<file path="config.mk">
export PLATFORM = sky130hd
export DESIGN_NAME = meter_line_field_splitter_flat
export DESIGN_NICKNAME = d
export VERILOG_FILES = /design/src/rtl/core/mlfs_pkg.sv /design/src/rtl/core/mlfs_if.sv /design/src/rtl/core/mlfs_ram.sv /design/src/rtl/core/mlfs_ctrl.sv /design/src/rtl/core/mlfs_dp.sv /design/src/rtl/core/meter_line_field_splitter.sv /design/src/flat_wrapper.sv
export SDC_FILE = /design/constraint.sdc
export NUM_CORES = 1
export LEC_CHECK = 0
export ABC_AREA = 1
export BUFFER_PORTS_ARGS = -buffer_cell sky130_fd_sc_hd__buf_4
export CAP_MARGIN = 5
export CORE_MARGIN = 8
export CORE_UTILIZATION = 60
export DETAILED_ROUTE_END_ITERATION = 8
export PLACE_DENSITY = 0.79
export SYNTH_ARGS = -nofsm -noshare
export SYNTH_HDL_FRONTEND = slang
export SYNTH_HIERARCHICAL = 1
export SYNTH_SLANG_ARGS = --single-unit
</file>
<file path="constraint.sdc">
create_clock -name clock -period 3.23 [get_ports clock]
set_input_delay 0.323 -clock clock [delete_from_list [all_inputs] [get_ports clock]]
set_output_delay 0.323 -clock clock [all_outputs]
set_load 0.02 [all_outputs]
</file>
<file path="src/rtl/core/mlfs_pkg.sv">
// ----------------------------------------------------------------------------
// mlfs_pkg
// Shared constants, byte codes and controller/datapath bundles for the
// meter line field splitter.
// ----------------------------------------------------------------------------
package mlfs_pkg;

   localparam int LINE_DEPTH = 30;
   localparam int IDX_W      = $clog2(LINE_DEPTH);
   localparam int BYTE_W     = 8;
   localparam int TEXT_CHARS = 8;
   localparam int TEXT_W     = TEXT_CHARS * BYTE_W;
   localparam int POS_W      = $clog2(TEXT_CHARS);
   localparam int LEN_W      = 5;
   localparam int NUM_W      = 31;
   localparam int MAG_W      = 30;
   localparam int WIDE_W     = MAG_W + 4;

   localparam logic [BYTE_W-1:0] BYTE_LF    = 8'd10;
   localparam logic [BYTE_W-1:0] BYTE_VT    = 8'd11;
   localparam logic [BYTE_W-1:0] BYTE_FF    = 8'd12;
   localparam logic [BYTE_W-1:0] BYTE_CR    = 8'd13;
   localparam logic [BYTE_W-1:0] BYTE_SPACE = 8'h20;
   localparam logic [BYTE_W-1:0] BYTE_PLUS  = 8'h2B;
   localparam logic [BYTE_W-1:0] BYTE_MINUS = 8'h2D;
   localparam logic [BYTE_W-1:0] BYTE_ZERO  = 8'h30;
   localparam logic [BYTE_W-1:0] BYTE_NINE  = 8'h39;

   localparam logic [MAG_W-1:0] NUM_LIMIT = 30'd999999999;

   typedef struct packed {
      logic             accept;
      logic             start;
      logic             rd_en;
      logic [IDX_W-1:0] rd_addr;
      logic             proc;
      logic             load;
   } mlfs_cmd_type;

   typedef struct packed {
      logic             close_hit;
      logic [IDX_W-1:0] line_len;
   } mlfs_sts_type;

endpackage

</file>
<file path="src/rtl/core/mlfs_if.sv">
// ----------------------------------------------------------------------------
// mlfs_if
// Valid/ready channels for received bytes and for parsed line results.
// ----------------------------------------------------------------------------
interface mlfs_req_if
   import mlfs_pkg::*;
();
   logic              valid;
   logic              ready;
   logic [BYTE_W-1:0] rx_byte;

   modport source (output valid, output rx_byte, input ready);
   modport sink   (input valid, input rx_byte, output ready);
endinterface

interface mlfs_rsp_if
   import mlfs_pkg::*;
();
   logic                    valid;
   logic                    ready;
   logic [TEXT_W-1:0]       code_text;
   logic [LEN_W-1:0]        code_length;
   logic [TEXT_W-1:0]       value_text;
   logic [LEN_W-1:0]        value_length;
   logic signed [NUM_W-1:0] value_number;

   modport source (output valid, output code_text, output code_length,
                   output value_text, output value_length, output value_number,
                   input ready);
   modport sink   (input valid, input code_text, input code_length,
                   input value_text, input value_length, input value_number,
                   output ready);
endinterface

</file>
<file path="src/rtl/core/mlfs_ram.sv">
// ----------------------------------------------------------------------------
// mlfs_ram
// Generic single-write, single-read RAM with registered read data.
// ----------------------------------------------------------------------------
module mlfs_ram #(
   parameter int WIDTH = 8,
   parameter int DEPTH = 32
) (
   input  logic                     clock,
   input  logic                     wr_en,
   input  logic [$clog2(DEPTH)-1:0] wr_addr,
   input  logic [WIDTH-1:0]         wr_data,
   input  logic                     rd_en,
   input  logic [$clog2(DEPTH)-1:0] rd_addr,
   output logic [WIDTH-1:0]         rd_data
);

   logic [WIDTH-1:0] mem_ff [DEPTH];
   logic [WIDTH-1:0] rd_data_ff;

   always_ff @(posedge clock) begin
      if (wr_en) begin
         mem_ff[wr_addr] <= wr_data;
      end
      if (rd_en) begin
         rd_data_ff <= mem_ff[rd_addr];
      end
   end

   assign rd_data = rd_data_ff;

endmodule

</file>
<file path="src/rtl/core/mlfs_ctrl.sv">
// ----------------------------------------------------------------------------
// mlfs_ctrl
// Controller: takes bytes, sequences the buffer walk and the result load,
// and owns the result valid flag.
// ----------------------------------------------------------------------------
module mlfs_ctrl
   import mlfs_pkg::*;
(
   input  logic         clock,
   input  logic         reset,
   input  logic         req_valid,
   output logic         req_ready,
   output logic         rsp_valid,
   input  logic         rsp_ready,
   input  mlfs_sts_type sts,
   output mlfs_cmd_type cmd
);

   localparam logic [1:0] S_IDLE = 2'd0;
   localparam logic [1:0] S_WALK = 2'd1;
   localparam logic [1:0] S_EMIT = 2'd2;

   logic [1:0]       state_ff, state_in;
   logic [IDX_W-1:0] cnt_ff, cnt_in;
   logic             proc_ff, proc_in;
   logic             rsp_valid_ff, rsp_valid_in;
   logic             out_free;

   assign out_free  = !rsp_valid_ff || rsp_ready;
   assign req_ready = (state_ff == S_IDLE);
   assign rsp_valid = rsp_valid_ff;

   always_comb begin
      state_in    = state_ff;
      cnt_in      = cnt_ff;
      proc_in     = 1'b0;
      cmd         = '0;
      cmd.accept  = req_valid && req_ready;
      cmd.rd_addr = cnt_ff;
      cmd.proc    = proc_ff;
      case (state_ff)
         S_IDLE: begin
            if (cmd.accept && sts.close_hit) begin
               cmd.start = 1'b1;
               cnt_in    = '0;
               state_in  = S_WALK;
            end
         end
         S_WALK: begin
            if (cnt_ff != sts.line_len) begin
               cmd.rd_en = 1'b1;
               cnt_in    = cnt_ff + 1'b1;
               proc_in   = 1'b1;
            end else if (!proc_ff) begin
               state_in = S_EMIT;
            end
         end
         S_EMIT: begin
            if (out_free) begin
               cmd.load = 1'b1;
               state_in = S_IDLE;
            end
         end
         default: begin
            state_in = S_IDLE;
         end
      endcase
   end

   always_comb begin
      if (cmd.load) begin
         rsp_valid_in = 1'b1;
      end else if (rsp_ready) begin
         rsp_valid_in = 1'b0;
      end else begin
         rsp_valid_in = rsp_valid_ff;
      end
   end

   always_ff @(posedge clock) begin
      if (reset) begin
         state_ff     <= S_IDLE;
         cnt_ff       <= '0;
         proc_ff      <= 1'b0;
         rsp_valid_ff <= 1'b0;
      end else begin
         state_ff     <= state_in;
         cnt_ff       <= cnt_in;
         proc_ff      <= proc_in;
         rsp_valid_ff <= rsp_valid_in;
      end
   end

endmodule

</file>
<file path="src/rtl/core/mlfs_dp.sv">
// ----------------------------------------------------------------------------
// mlfs_dp
// Datapath: line buffer, write index, field splitter, number reader and
// result register.
// ----------------------------------------------------------------------------
module mlfs_dp
   import mlfs_pkg::*;
(
   input  logic                    clock,
   input  logic                    reset,
   input  mlfs_cmd_type            cmd,
   output mlfs_sts_type            sts,
   input  logic [BYTE_W-1:0]       rx_byte,
   output logic [TEXT_W-1:0]       code_text,
   output logic [LEN_W-1:0]        code_length,
   output logic [TEXT_W-1:0]       value_text,
   output logic [LEN_W-1:0]        value_length,
   output logic signed [NUM_W-1:0] value_number
);

   localparam logic [1:0] N_SKIP  = 2'd0;
   localparam logic [1:0] N_DIGIT = 2'd1;
   localparam logic [1:0] N_DONE  = 2'd2;

   logic [IDX_W-1:0]  widx_ff, widx_in;
   logic              open_ff, open_in;
   logic              wr_en;
   logic [BYTE_W-1:0] ch;

   logic [1:0]        spaces_ff, spaces_in;
   logic [TEXT_W-1:0] ctext_ff, ctext_in;
   logic [TEXT_W-1:0] vtext_ff, vtext_in;
   logic [LEN_W-1:0]  clen_ff, clen_in;
   logic [LEN_W-1:0]  vlen_ff, vlen_in;
   logic [1:0]        nstate_ff, nstate_in;
   logic              neg_ff, neg_in;
   logic [MAG_W-1:0]  mag_ff, mag_in;
   logic [3:0]        digit;
   logic [WIDE_W-1:0] wide;
   logic              is_digit;

   logic [TEXT_W-1:0]       out_ctext_ff;
   logic [LEN_W-1:0]        out_clen_ff;
   logic [TEXT_W-1:0]       out_vtext_ff;
   logic [LEN_W-1:0]        out_vlen_ff;
   logic signed [NUM_W-1:0] out_num_ff, out_num_in;

   assign sts.close_hit = (rx_byte == BYTE_CR) && open_ff;
   assign sts.line_len  = widx_ff;

   always_comb begin
      widx_in = widx_ff;
      open_in = open_ff;
      wr_en   = 1'b0;
      if (cmd.accept) begin
         if (rx_byte == BYTE_LF) begin
            open_in = 1'b1;
            widx_in = '0;
         end else if (rx_byte == BYTE_CR) begin
            open_in = 1'b0;
         end else if (rx_byte > BYTE_LF) begin
            wr_en = 1'b1;
            if (widx_ff == IDX_W'(LINE_DEPTH - 1)) begin
               widx_in = '0;
            end else begin
               widx_in = widx_ff + 1'b1;
            end
         end
      end
   end

   mlfs_ram #(
      .WIDTH (BYTE_W),
      .DEPTH (LINE_DEPTH)
   ) u_line_ram (
      .clock   (clock),
      .wr_en   (wr_en),
      .wr_addr (widx_ff),
      .wr_data (rx_byte),
      .rd_en   (cmd.rd_en),
      .rd_addr (cmd.rd_addr),
      .rd_data (ch)
   );

   assign is_digit = (ch inside {[BYTE_ZERO:BYTE_NINE]});
   assign digit    = 4'(ch - BYTE_ZERO);
   assign wide     = (WIDE_W'(mag_ff) << 3) + (WIDE_W'(mag_ff) << 1) + WIDE_W'(digit);

   always_comb begin
      spaces_in = spaces_ff;
      ctext_in  = ctext_ff;
      vtext_in  = vtext_ff;
      clen_in   = clen_ff;
      vlen_in   = vlen_ff;
      nstate_in = nstate_ff;
      neg_in    = neg_ff;
      mag_in    = mag_ff;
      if (cmd.start) begin
         spaces_in = '0;
         ctext_in  = '0;
         vtext_in  = '0;
         clen_in   = '0;
         vlen_in   = '0;
         nstate_in = N_SKIP;
         neg_in    = 1'b0;
         mag_in    = '0;
      end else if (cmd.proc) begin
         if (ch == BYTE_SPACE) begin
            if (spaces_ff != 2'd2) begin
               spaces_in = spaces_ff + 1'b1;
            end
         end else if (spaces_ff == 2'd0) begin
            if (clen_ff < LEN_W'(TEXT_CHARS)) begin
               ctext_in[BYTE_W*POS_W'(clen_ff) +: BYTE_W] = ch;
            end
            clen_in = clen_ff + 1'b1;
         end else if (spaces_ff == 2'd1) begin
            if (vlen_ff < LEN_W'(TEXT_CHARS)) begin
               vtext_in[BYTE_W*POS_W'(vlen_ff) +: BYTE_W] = ch;
            end
            vlen_in = vlen_ff + 1'b1;
            case (nstate_ff)
               N_SKIP: begin
                  if (ch == BYTE_VT || ch == BYTE_FF) begin
                     nstate_in = N_SKIP;
                  end else if (ch == BYTE_PLUS || ch == BYTE_MINUS) begin
                     neg_in    = (ch == BYTE_MINUS);
                     nstate_in = N_DIGIT;
                  end else if (is_digit) begin
                     mag_in    = MAG_W'(wide);
                     nstate_in = N_DIGIT;
                  end else begin
                     nstate_in = N_DONE;
                  end
               end
               N_DIGIT: begin
                  if (is_digit) begin
                     if (wide > WIDE_W'(NUM_LIMIT)) begin
                        mag_in = NUM_LIMIT;
                     end else begin
                        mag_in = MAG_W'(wide);
                     end
                  end else begin
                     nstate_in = N_DONE;
                  end
               end
               N_DONE: begin
                  nstate_in = N_DONE;
               end
               default: begin
                  nstate_in = N_DONE;
               end
            endcase
         end
      end
   end

   always_comb begin
      if (neg_ff) begin
         out_num_in = NUM_W'(0) - NUM_W'(mag_ff);
      end else begin
         out_num_in = NUM_W'(mag_ff);
      end
   end

   always_ff @(posedge clock) begin
      if (reset) begin
         widx_ff <= '0;
         open_ff <= 1'b0;
      end else begin
         widx_ff <= widx_in;
         open_ff <= open_in;
      end
   end

   always_ff @(posedge clock) begin
      spaces_ff <= spaces_in;
      ctext_ff  <= ctext_in;
      vtext_ff  <= vtext_in;
      clen_ff   <= clen_in;
      vlen_ff   <= vlen_in;
      nstate_ff <= nstate_in;
      neg_ff    <= neg_in;
      mag_ff    <= mag_in;
      if (cmd.load) begin
         out_ctext_ff <= ctext_ff;
         out_clen_ff  <= clen_ff;
         out_vtext_ff <= vtext_ff;
         out_vlen_ff  <= vlen_ff;
         out_num_ff   <= out_num_in;
      end
   end

   assign code_text    = out_ctext_ff;
   assign code_length  = out_clen_ff;
   assign value_text   = out_vtext_ff;
   assign value_length = out_vlen_ff;
   assign value_number = out_num_ff;

endmodule

</file>
<file path="src/rtl/core/meter_line_field_splitter.sv">
// A closing carriage return gives a valid result after a one-entry-per-cycle walk
// over the line buffer read port.
// Throughput: one byte per cycle while idle; input held off for the walk plus any
// wait for a pending result to drain.
// Reset clears write index, open-line flag and result valid; buffer undefined.
// ----------------------------------------------------------------------------
// meter_line_field_splitter
// Splits carriage-return terminated lines into code and value fields and
// reads the value as a saturated decimal number.
// ----------------------------------------------------------------------------
module meter_line_field_splitter
   import mlfs_pkg::*;
(
   input  logic       clock,
   input  logic       reset,
   mlfs_req_if.sink   req_chan,
   mlfs_rsp_if.source rsp_chan
);

   mlfs_cmd_type cmd;
   mlfs_sts_type sts;

   mlfs_ctrl u_ctrl (
      .clock     (clock),
      .reset     (reset),
      .req_valid (req_chan.valid),
      .req_ready (req_chan.ready),
      .rsp_valid (rsp_chan.valid),
      .rsp_ready (rsp_chan.ready),
      .sts       (sts),
      .cmd       (cmd)
   );

   mlfs_dp u_dp (
      .clock        (clock),
      .reset        (reset),
      .cmd          (cmd),
      .sts          (sts),
      .rx_byte      (req_chan.rx_byte),
      .code_text    (rsp_chan.code_text),
      .code_length  (rsp_chan.code_length),
      .value_text   (rsp_chan.value_text),
      .value_length (rsp_chan.value_length),
      .value_number (rsp_chan.value_number)
   );

   a_no_overwrite: assert property (@(posedge clock) disable iff (reset)
      cmd.load |-> (!rsp_chan.valid || rsp_chan.ready))
      else $error("result register loaded while a result is pending");

   a_walk_in_line: assert property (@(posedge clock) disable iff (reset)
      cmd.rd_en |-> (cmd.rd_addr < sts.line_len))
      else $error("walk read beyond the written line");

   a_close_blocks: assert property (@(posedge clock) disable iff (reset)
      (cmd.accept && sts.close_hit) |=> !req_chan.ready)
      else $error("input taken during a line walk");

   a_index_range: assert property (@(posedge clock) disable iff (reset)
      sts.line_len < IDX_W'(LINE_DEPTH))
      else $error("write index out of range");

endmodule

</file>
<file path="src/flat_wrapper.sv">
// flat-port wrapper written by rule: the top's interface ports become plain ports
module meter_line_field_splitter_flat import mlfs_pkg::*;
  (clock, reset, req_chan_valid, req_chan_rx_byte, req_chan_ready, rsp_chan_valid, rsp_chan_code_text, rsp_chan_code_length, rsp_chan_value_text, rsp_chan_value_length, rsp_chan_value_number, rsp_chan_ready);
  mlfs_req_if req_chan_i ();
  mlfs_rsp_if rsp_chan_i ();
  input  logic clock;
  input  logic reset;
  input wire logic [$bits(req_chan_i.valid)-1:0] req_chan_valid;
  input wire logic [$bits(req_chan_i.rx_byte)-1:0] req_chan_rx_byte;
  output wire logic [$bits(req_chan_i.ready)-1:0] req_chan_ready;
  output wire logic [$bits(rsp_chan_i.valid)-1:0] rsp_chan_valid;
  output wire logic [$bits(rsp_chan_i.code_text)-1:0] rsp_chan_code_text;
  output wire logic [$bits(rsp_chan_i.code_length)-1:0] rsp_chan_code_length;
  output wire logic [$bits(rsp_chan_i.value_text)-1:0] rsp_chan_value_text;
  output wire logic [$bits(rsp_chan_i.value_length)-1:0] rsp_chan_value_length;
  output wire logic [$bits(rsp_chan_i.value_number)-1:0] rsp_chan_value_number;
  input wire logic [$bits(rsp_chan_i.ready)-1:0] rsp_chan_ready;
  assign req_chan_i.valid = req_chan_valid;
  assign req_chan_i.rx_byte = req_chan_rx_byte;
  assign req_chan_ready = req_chan_i.ready;
  assign rsp_chan_valid = rsp_chan_i.valid;
  assign rsp_chan_code_text = rsp_chan_i.code_text;
  assign rsp_chan_code_length = rsp_chan_i.code_length;
  assign rsp_chan_value_text = rsp_chan_i.value_text;
  assign rsp_chan_value_length = rsp_chan_i.value_length;
  assign rsp_chan_value_number = rsp_chan_i.value_number;
  assign rsp_chan_i.ready = rsp_chan_ready;
  meter_line_field_splitter u_core (.clock(clock), .reset(reset), .req_chan(req_chan_i), .rsp_chan(rsp_chan_i));
endmodule
</file>
# Word level (Yosys, flattened, before mapping)
# Memories as Yosys holds them, arrays and structs flattened. A register that Yosys moved wholly into a read port is not among the register bits.
# Index checks and enable logic that the tools add are counted.
dict set report word_totals {
  register_bits 357
  ram_bits 240
  output_inout_bits 171
  word_cells 140
  memories 1
}
dict set report classes {
  n_addsub 11
  magnitude_cmp 6
  n_eq_ne 25
  shifts 4
  n_mux 42
  n_bitwise 3
  n_reduce_logical 28
}
# memory words word_bits read_ports rd_ports_with_merged_regs write_ports line
set mem_list {}
lappend mem_list {u_core.u_dp.u_line_ram.mem_ff 30 8 1 1 1 mlfs_ram.sv:18} ;# logic [WIDTH-1:0] mem_ff [DEPTH];
# cell count
set op_table {}
lappend op_table {{30-bit two-way mux} 6}
lappend op_table {{64-bit bitwise mux} 2}
lappend op_table {{8-bit by 34-bit variable shift with 64-bit output (first input constant)} 2}
lappend op_table {{8-bit by 34-bit indexed part select with 64-bit output} 2}
lappend op_table {{6-bit negation with 34-bit output} 2}
lappend op_table {{30-bit one-hot mux with 2 select lines} 1}
lappend op_table {{33-bit by 31-bit adder with 34-bit output} 1}
lappend op_table {{34-bit by 4-bit adder with 34-bit output} 1}
lappend op_table {{34-bit by 30-bit > comparator with 1-bit output (second input constant)} 1}
lappend op_table {{8-bit by 4-bit equality test with 1-bit output (second input constant)} 4}
lappend op_table {{1-bit by 30-bit subtractor with 31-bit output (first input constant)} 1}
lappend op_table {{5-bit two-way mux} 6}
lappend op_table {{8-bit by 6-bit equality test with 1-bit output (second input constant)} 3}
lappend op_table {{5-bit by 1-bit adder with 5-bit output (second input constant)} 4}
lappend op_table {{2-bit != test (second input constant)} 10}
lappend op_table {{1-bit two-way mux} 16}
lappend op_table {{2-bit two-way mux} 8}
lappend op_table {{3-bit AND reduction} 4}
lappend op_table {{4-bit AND reduction} 3}
lappend op_table {{5-bit by 4-bit < comparator with 1-bit output (second input constant)} 2}
lappend op_table {{5-bit one-hot mux with 2 select lines} 1}
lappend op_table {{5-bit AND reduction} 2}
lappend op_table {{2-bit nonzero test} 5}
lappend op_table {{9-bit AND reduction} 1}
lappend op_table {{19 further kinds} 31}

# Depth between registers and ports, before layout
dict set report depth {
  word_depth 7
  mapped_depth 24
  ltp_nobuf 23
}

# Cells and area by module
# Netlist, hierarchy kept.
# module n_inst cells_each area_each_um2 seq_area_each_um2
set by_module_without_submodules {}
lappend by_module_without_submodules {mlfs_dp 1 1841 16155.5 8658.3}
lappend by_module_without_submodules {mlfs_ram 1 882 10159.7 7447.1}
lappend by_module_without_submodules {mlfs_ctrl 1 98 594.3 180.2}

# Least setup slack after synthesis
# No wires, ideal clock.
dict set report synth_path {
  path_type {flip-flop to flip-flop}
  from {register u_core.u_dp.u_line_ram.rd_data_ff[3] (netlist: u_core/u_dp/u_line_ram/rd_data[3]) (read register of u_core.u_dp.u_line_ram.mem_ff)}
  to {register u_core.u_dp.mag_ff[10]}
  setup_time_ps 139
  arrival_time_ps 2843
  required_ps 3091
  setup_slack_ps 248
  path_stages_with_launch 23
  path_buffers 1
  period_less_slack_ps 2982
  path_cell_list {edfxtp_1 > fa_1 > inv_1 > fa_1 > inv_1 > nand2_1 > nand2_1 > nand3_1 > nand2_1 > nand2_1 > nand2_1 > nand2_1 > nand2_1 > nand3_1 > inv_1 > nand2_1 > nor2_1 > nand2_1 > nand3_1 > nand3_2 > buf_6 > nand2_2 > a21oi_2}
}
dict set report synth_between {
  elab_chain_cells 6
  word_cells_on_any_way 25
  cone_classes {add/sub: 2; order compare: 3; eq/ne: 9; mux: 6; bitwise: 1; reduce/logical: 4}
}
# element line
set synth_rtl {}
lappend synth_rtl {{start, declared} mlfs_ram.sv:19} ;# logic [WIDTH-1:0] rd_data_ff;
lappend synth_rtl {{4-bit by 1-bit subtractor with 4-bit output} mlfs_dp.sv:86} ;# assign digit = 4'(ch - BYTE_ZERO);
lappend synth_rtl {{34-bit by 4-bit adder with 34-bit output} mlfs_dp.sv:87} ;# assign wide = (WIDE_W'(mag_ff) << 3) + (WIDE_W'(mag_ff) << 1) + WIDE_W'(digit);
lappend synth_rtl {{34-bit by 30-bit > comparator with 1-bit output or 30-bit two-way mux (tied branches)} {mlfs_dp.sv:138, mlfs_dp.sv:129}}
lappend synth_rtl {{30-bit two-way mux (on tied branches)} {mlfs_dp.sv:138, mlfs_dp.sv:126}}
lappend synth_rtl {{30-bit two-way mux (on tied branches)} {mlfs_dp.sv:137, mlfs_dp.sv:124}}
lappend synth_rtl {{30-bit one-hot mux with 2 select lines} mlfs_dp.sv:122} ;# case (nstate_ff)
lappend synth_rtl {{end signal, assigned} mlfs_dp.sv:184} ;# mag_ff <= mag_in;
lappend synth_rtl {{end, declared} mlfs_dp.sv:37} ;# logic [MAG_W-1:0] mag_ff, mag_in;
# Several ways; a longest one is shown, not always the timed one. The select of a mux whose other input is x is not followed.
# A chain may end at the register's enable or synchronous reset.

# Worst setup path after layout
dict set report layout_path {
  from {register u_core.u_dp.u_line_ram.rd_data_ff[3] (netlist: u_core/u_dp/u_line_ram/rd_data[3]) (read register of u_core.u_dp.u_line_ram.mem_ff)}
  to {register u_core.u_dp.mag_ff[19]}
}
# The elaborated chain is that of the path after synthesis.

==> results.ini <==
[detailed_routing]
routedWlPerCell_um = 19.36
num_vias = 21370
dr.pass1.iters = 6
drc = 0
drtIter0Drc = 2368
routed_via_density = 5.701
drt_wl_total_um = 72590
drt.antenna.violating_nets = 0

[status]
status = complete, but fails checks
failed_checks = negative setup slack

[floorplan]
start_util_pct = 60.85
die_x_um = 227.8
design.die.area_sq_mm = 0.05188
coreArea_sq_mm = 0.04422
pin_count = 183
die_h_um = 227.8
fp-row-count = 77

[sta]
grt_setup_unrepaired = true
fmax_ghz = 0.3094
worst_pin_slew_ns = 0.9549
hold_viol_final = 0
hold_slack_ns = 0.07232
setup_ws_ns = -0.002549
drv_slew = 0
relSlewSlack_pct = 36.27
layout_min_cycle_time_ns = 3.233
setup_viol = 2
fin_crit_sh_pct = 100.1
fin_setup_tns_ns = -0.002824
skew_ns = 0.03102

[global_routing]
grt_max_degree = 123
grt_first_pass_wirelength_um = 112700
grt.overflow.total = 0
grt_pass1_vias = 20590
grt_usage_pct = 26.82
grt_antenna_before_repair = 0

[logic_synthesis]
syn-cell-area_sq_mm = 0.02691
ys_warn_count = 6
syn_area_per_cell_sq_um = 9.539
synth.area.top_cells = edfxtp_1 47%, dfxtp_1 14%, nand2_1 9.7%, nand3_1 4.8%, nor2_1 4.0%
yosys.area.top_type_share_pct = 46.53
synth-seq-cells = 605
synth-seq-area-share_pct = 60.52
synth_cells = 2821
mappedNetlistNets = 2910
ys_types = 48
yosysTopAreaCell = edfxtp_1

[final_layout]
diodes = 0
nNetsFinal = 3203
drive_gt1_share_pct = 19.96
mostFrequentLayoutCell = nand2_1
n_fill_cell = 3075
syn_to_final_growth_pct = 19.98
final_cells = 3749
final_cell_mix = 658 x nand2_1, 417 x edfxtp_1, 328 x buf_4

[placement]
port-buffer-count = 182
placedCellCount = 3628
preCtsSetupSlack_ns = -0.06970
place_congestion = 0.9060
dpl.hpwl_um = 49350

[cts]
clock-sinks = 605
clockBufferDepth = 3
path_clk_slew_ns = 0.07
insertion_delay_ns = 0.64
cts_tree = yes
cts_max_level = 2
cts_root_buf = clkbuf_16
cts_made_buffers = 57

[worst_setup_path]
cp-start-kind = flop
reg2reg_depth = 19
cp-end-kind = flop
critPathKind = flop to flop
critPathMaxFanout = 6
cp.required_ns = 3.77
reg2reg_slack_ns = -0.003
r2r-end = u_core/u_dp/mag_ff[19]
worstReg2RegStart = u_core/u_dp/u_line_ram/rd_data[3]
arrival_ns = 3.78

[min_path]
hp-class = input pin to flop
min_delay_path_depth = 3
whs_endpoint = u_core/u_ctrl/rsp_valid
min_from = rsp_chan_ready

[run]
maxCapViolations = 0

[power_and_ir_drop]
power.density_mw_per_mm2 = 708.2
leakage_nw = 13.68
max-vdd-ir-drop_uv = 754.7

[registers in the layout, summed over array words and instances (netlist names)]
| register | count |
|---|---|
| u_core/u_ctrl/rsp_valid | 1 |
| u_core/u_dp/value_length | 5 |
| u_core/u_dp/widx_ff | 5 |
| u_core/u_dp/open_ff | 1 |
| u_core/u_dp/neg_ff | 1 |
| u_core/u_dp/value_text | 64 |
| u_core/u_dp/vlen_ff | 5 |
| u_core/u_dp/nstate_ff | 2 |
| u_core/u_dp/code_length | 5 |
| u_core/u_dp/code_text | 64 |
| u_core/u_ctrl/cnt_ff | 5 |
| u_core/u_dp/spaces_ff | 2 |
| u_core/u_dp/mag_ff | 30 |
| u_core/u_dp/vtext_ff | 64 |
| u_core/u_dp/value_number | 31 |
| u_core/u_ctrl/state_ff | 2 |
| u_core/u_ctrl/proc_ff | 1 |
| u_core/u_dp/ctext_ff | 64 |
| u_core/u_dp/u_line_ram/mem_ff | 240 |
| u_core/u_dp/clen_ff | 5 |
| u_core/u_dp/u_line_ram/rd_data | 8 |
[Yosys cell counts (all sizes together)]
| cell type | number |
|---|---|
| a21boi | 1 |
| a21oi | 146 |
| xor2 | 22 |
| o41ai | 1 |
| nor2 | 299 |
| o21bai | 3 |
| a22oi | 1 |
| buf | 61 |
| nand4 | 33 |
| ha | 75 |
| a21o | 3 |
| or2 | 5 |
| o211ai | 2 |
| dfxtp | 188 |
| o21ai | 155 |
| a211oi | 8 |
| nor4 | 12 |
| nor3 | 63 |
| and2 | 3 |
| inv | 254 |
| o211a | 7 |
| a31oi | 3 |
| clkinv | 7 |
| nand2b | 1 |
| o21a | 4 |
| clkbuf | 48 |
| nand2 | 710 |
| nand3 | 262 |
| o31ai | 1 |
| edfxtp | 417 |
| nand3b | 6 |
| fa | 2 |
| nor3b | 5 |
| xnor2 | 13 |
[worst max-delay path by stage]
stage,from,to,depth (start not counted)
3_5_place_dp,u_core/u_dp/u_line_ram/rd_data[3],u_core/u_dp/mag_ff[16],20
2_1_floorplan,u_core/u_dp/u_line_ram/rd_data[3],u_core/u_dp/mag_ff[10],22
6_report,u_core/u_dp/u_line_ram/rd_data[3],u_core/u_dp/mag_ff[19],19
4_1_cts,u_core/u_dp/u_line_ram/rd_data[3],u_core/u_dp/mag_ff[10],20
5_1_grt,u_core/u_dp/u_line_ram/rd_data[3],u_core/u_dp/mag_ff[19],21
3_3_place_gp,u_core/u_dp/u_line_ram/rd_data[3],u_core/u_dp/mag_ff[10],20
[power breakdown]
| part | switching [mW] | internal (mW) | total (mW) |
|---|---|---|---|
| clock | 2.89 | 4.00 | 6.89 |
| combinational | 4.07 | 2.02 | 6.09 |
| sequential | 0.499 | 9.39 | 9.89 |
[critical path: stages (launching register included)]
cell and delay (ns):
edfxtp_1 0.42, fa_2 0.47, buf_6 0.14, ha_4 0.26, nand3_2 0.10, nand2_4 0.13
nand2_1 0.07, nand2_2 0.10, buf_4 0.13, xor2_1 0.30, a21oi_2 0.06, nor2_1 0.11
nand2_1 0.06, nand2_1 0.07, nand2_2 0.07, nand3_2 0.10, nand3_4 0.10, buf_6 0.15
clkbuf_16 0.16, a21oi_2 0.12
[area by class of cell]
class	count	area, sq um	area share [%]
Clock buffer	65	1478	4.577
Clock inverter	37	442.9	1.372
Inverter	261	982.2	3.042
Multi-Input combinational cell	1846	9610	29.77
Sequential cell	605	16320	50.55
Tap cell	592	740.7	2.294
Timing Repair Buffer	343	2711	8.398
[per-stage QoR]
stage	area, sq um	util, %	power [mW]
final	32290	73.01	22.87
after global routing	32290	73.01	23.80
after CTS	31790	71.88	22.75
after detailed placement	29610	66.96	15.81
after global placement	29610	66.96	15.64
after floorplan	26910	-	13.48
[logic make-up after synthesis]
family | Yosys count | synth area share [%]
AOI/OAI and AO/OA | 335 | 6.728
xor gates and xnor gates | 35 | 1.139
adders and majority gates | 77 | 3.636
buffers and inverters | 370 | 5.668
DFF | 605 | 60.52
and+or+nand+nor | 1399 | 22.31
[routing by layer]
layer  wire length [um]  global-route usage, %  share of wire (%)
met2              35660                  45.36                 49
met3               5266                  3.624                7.3
met4               2394                  9.990                3.3
met5                  0                      0                  0
met1              29270                  35.06                 40
[what timing repair did]
action	CTS	global route
hold buffers	1	0
setup endpoints to repair	30	32
pin swaps	21	46
cloned	2	1
buffers inserted	5	11
endpoints found under the hold margin	4	0
gates resized for setup	36	127
Power figures use the tool's default switching activity.
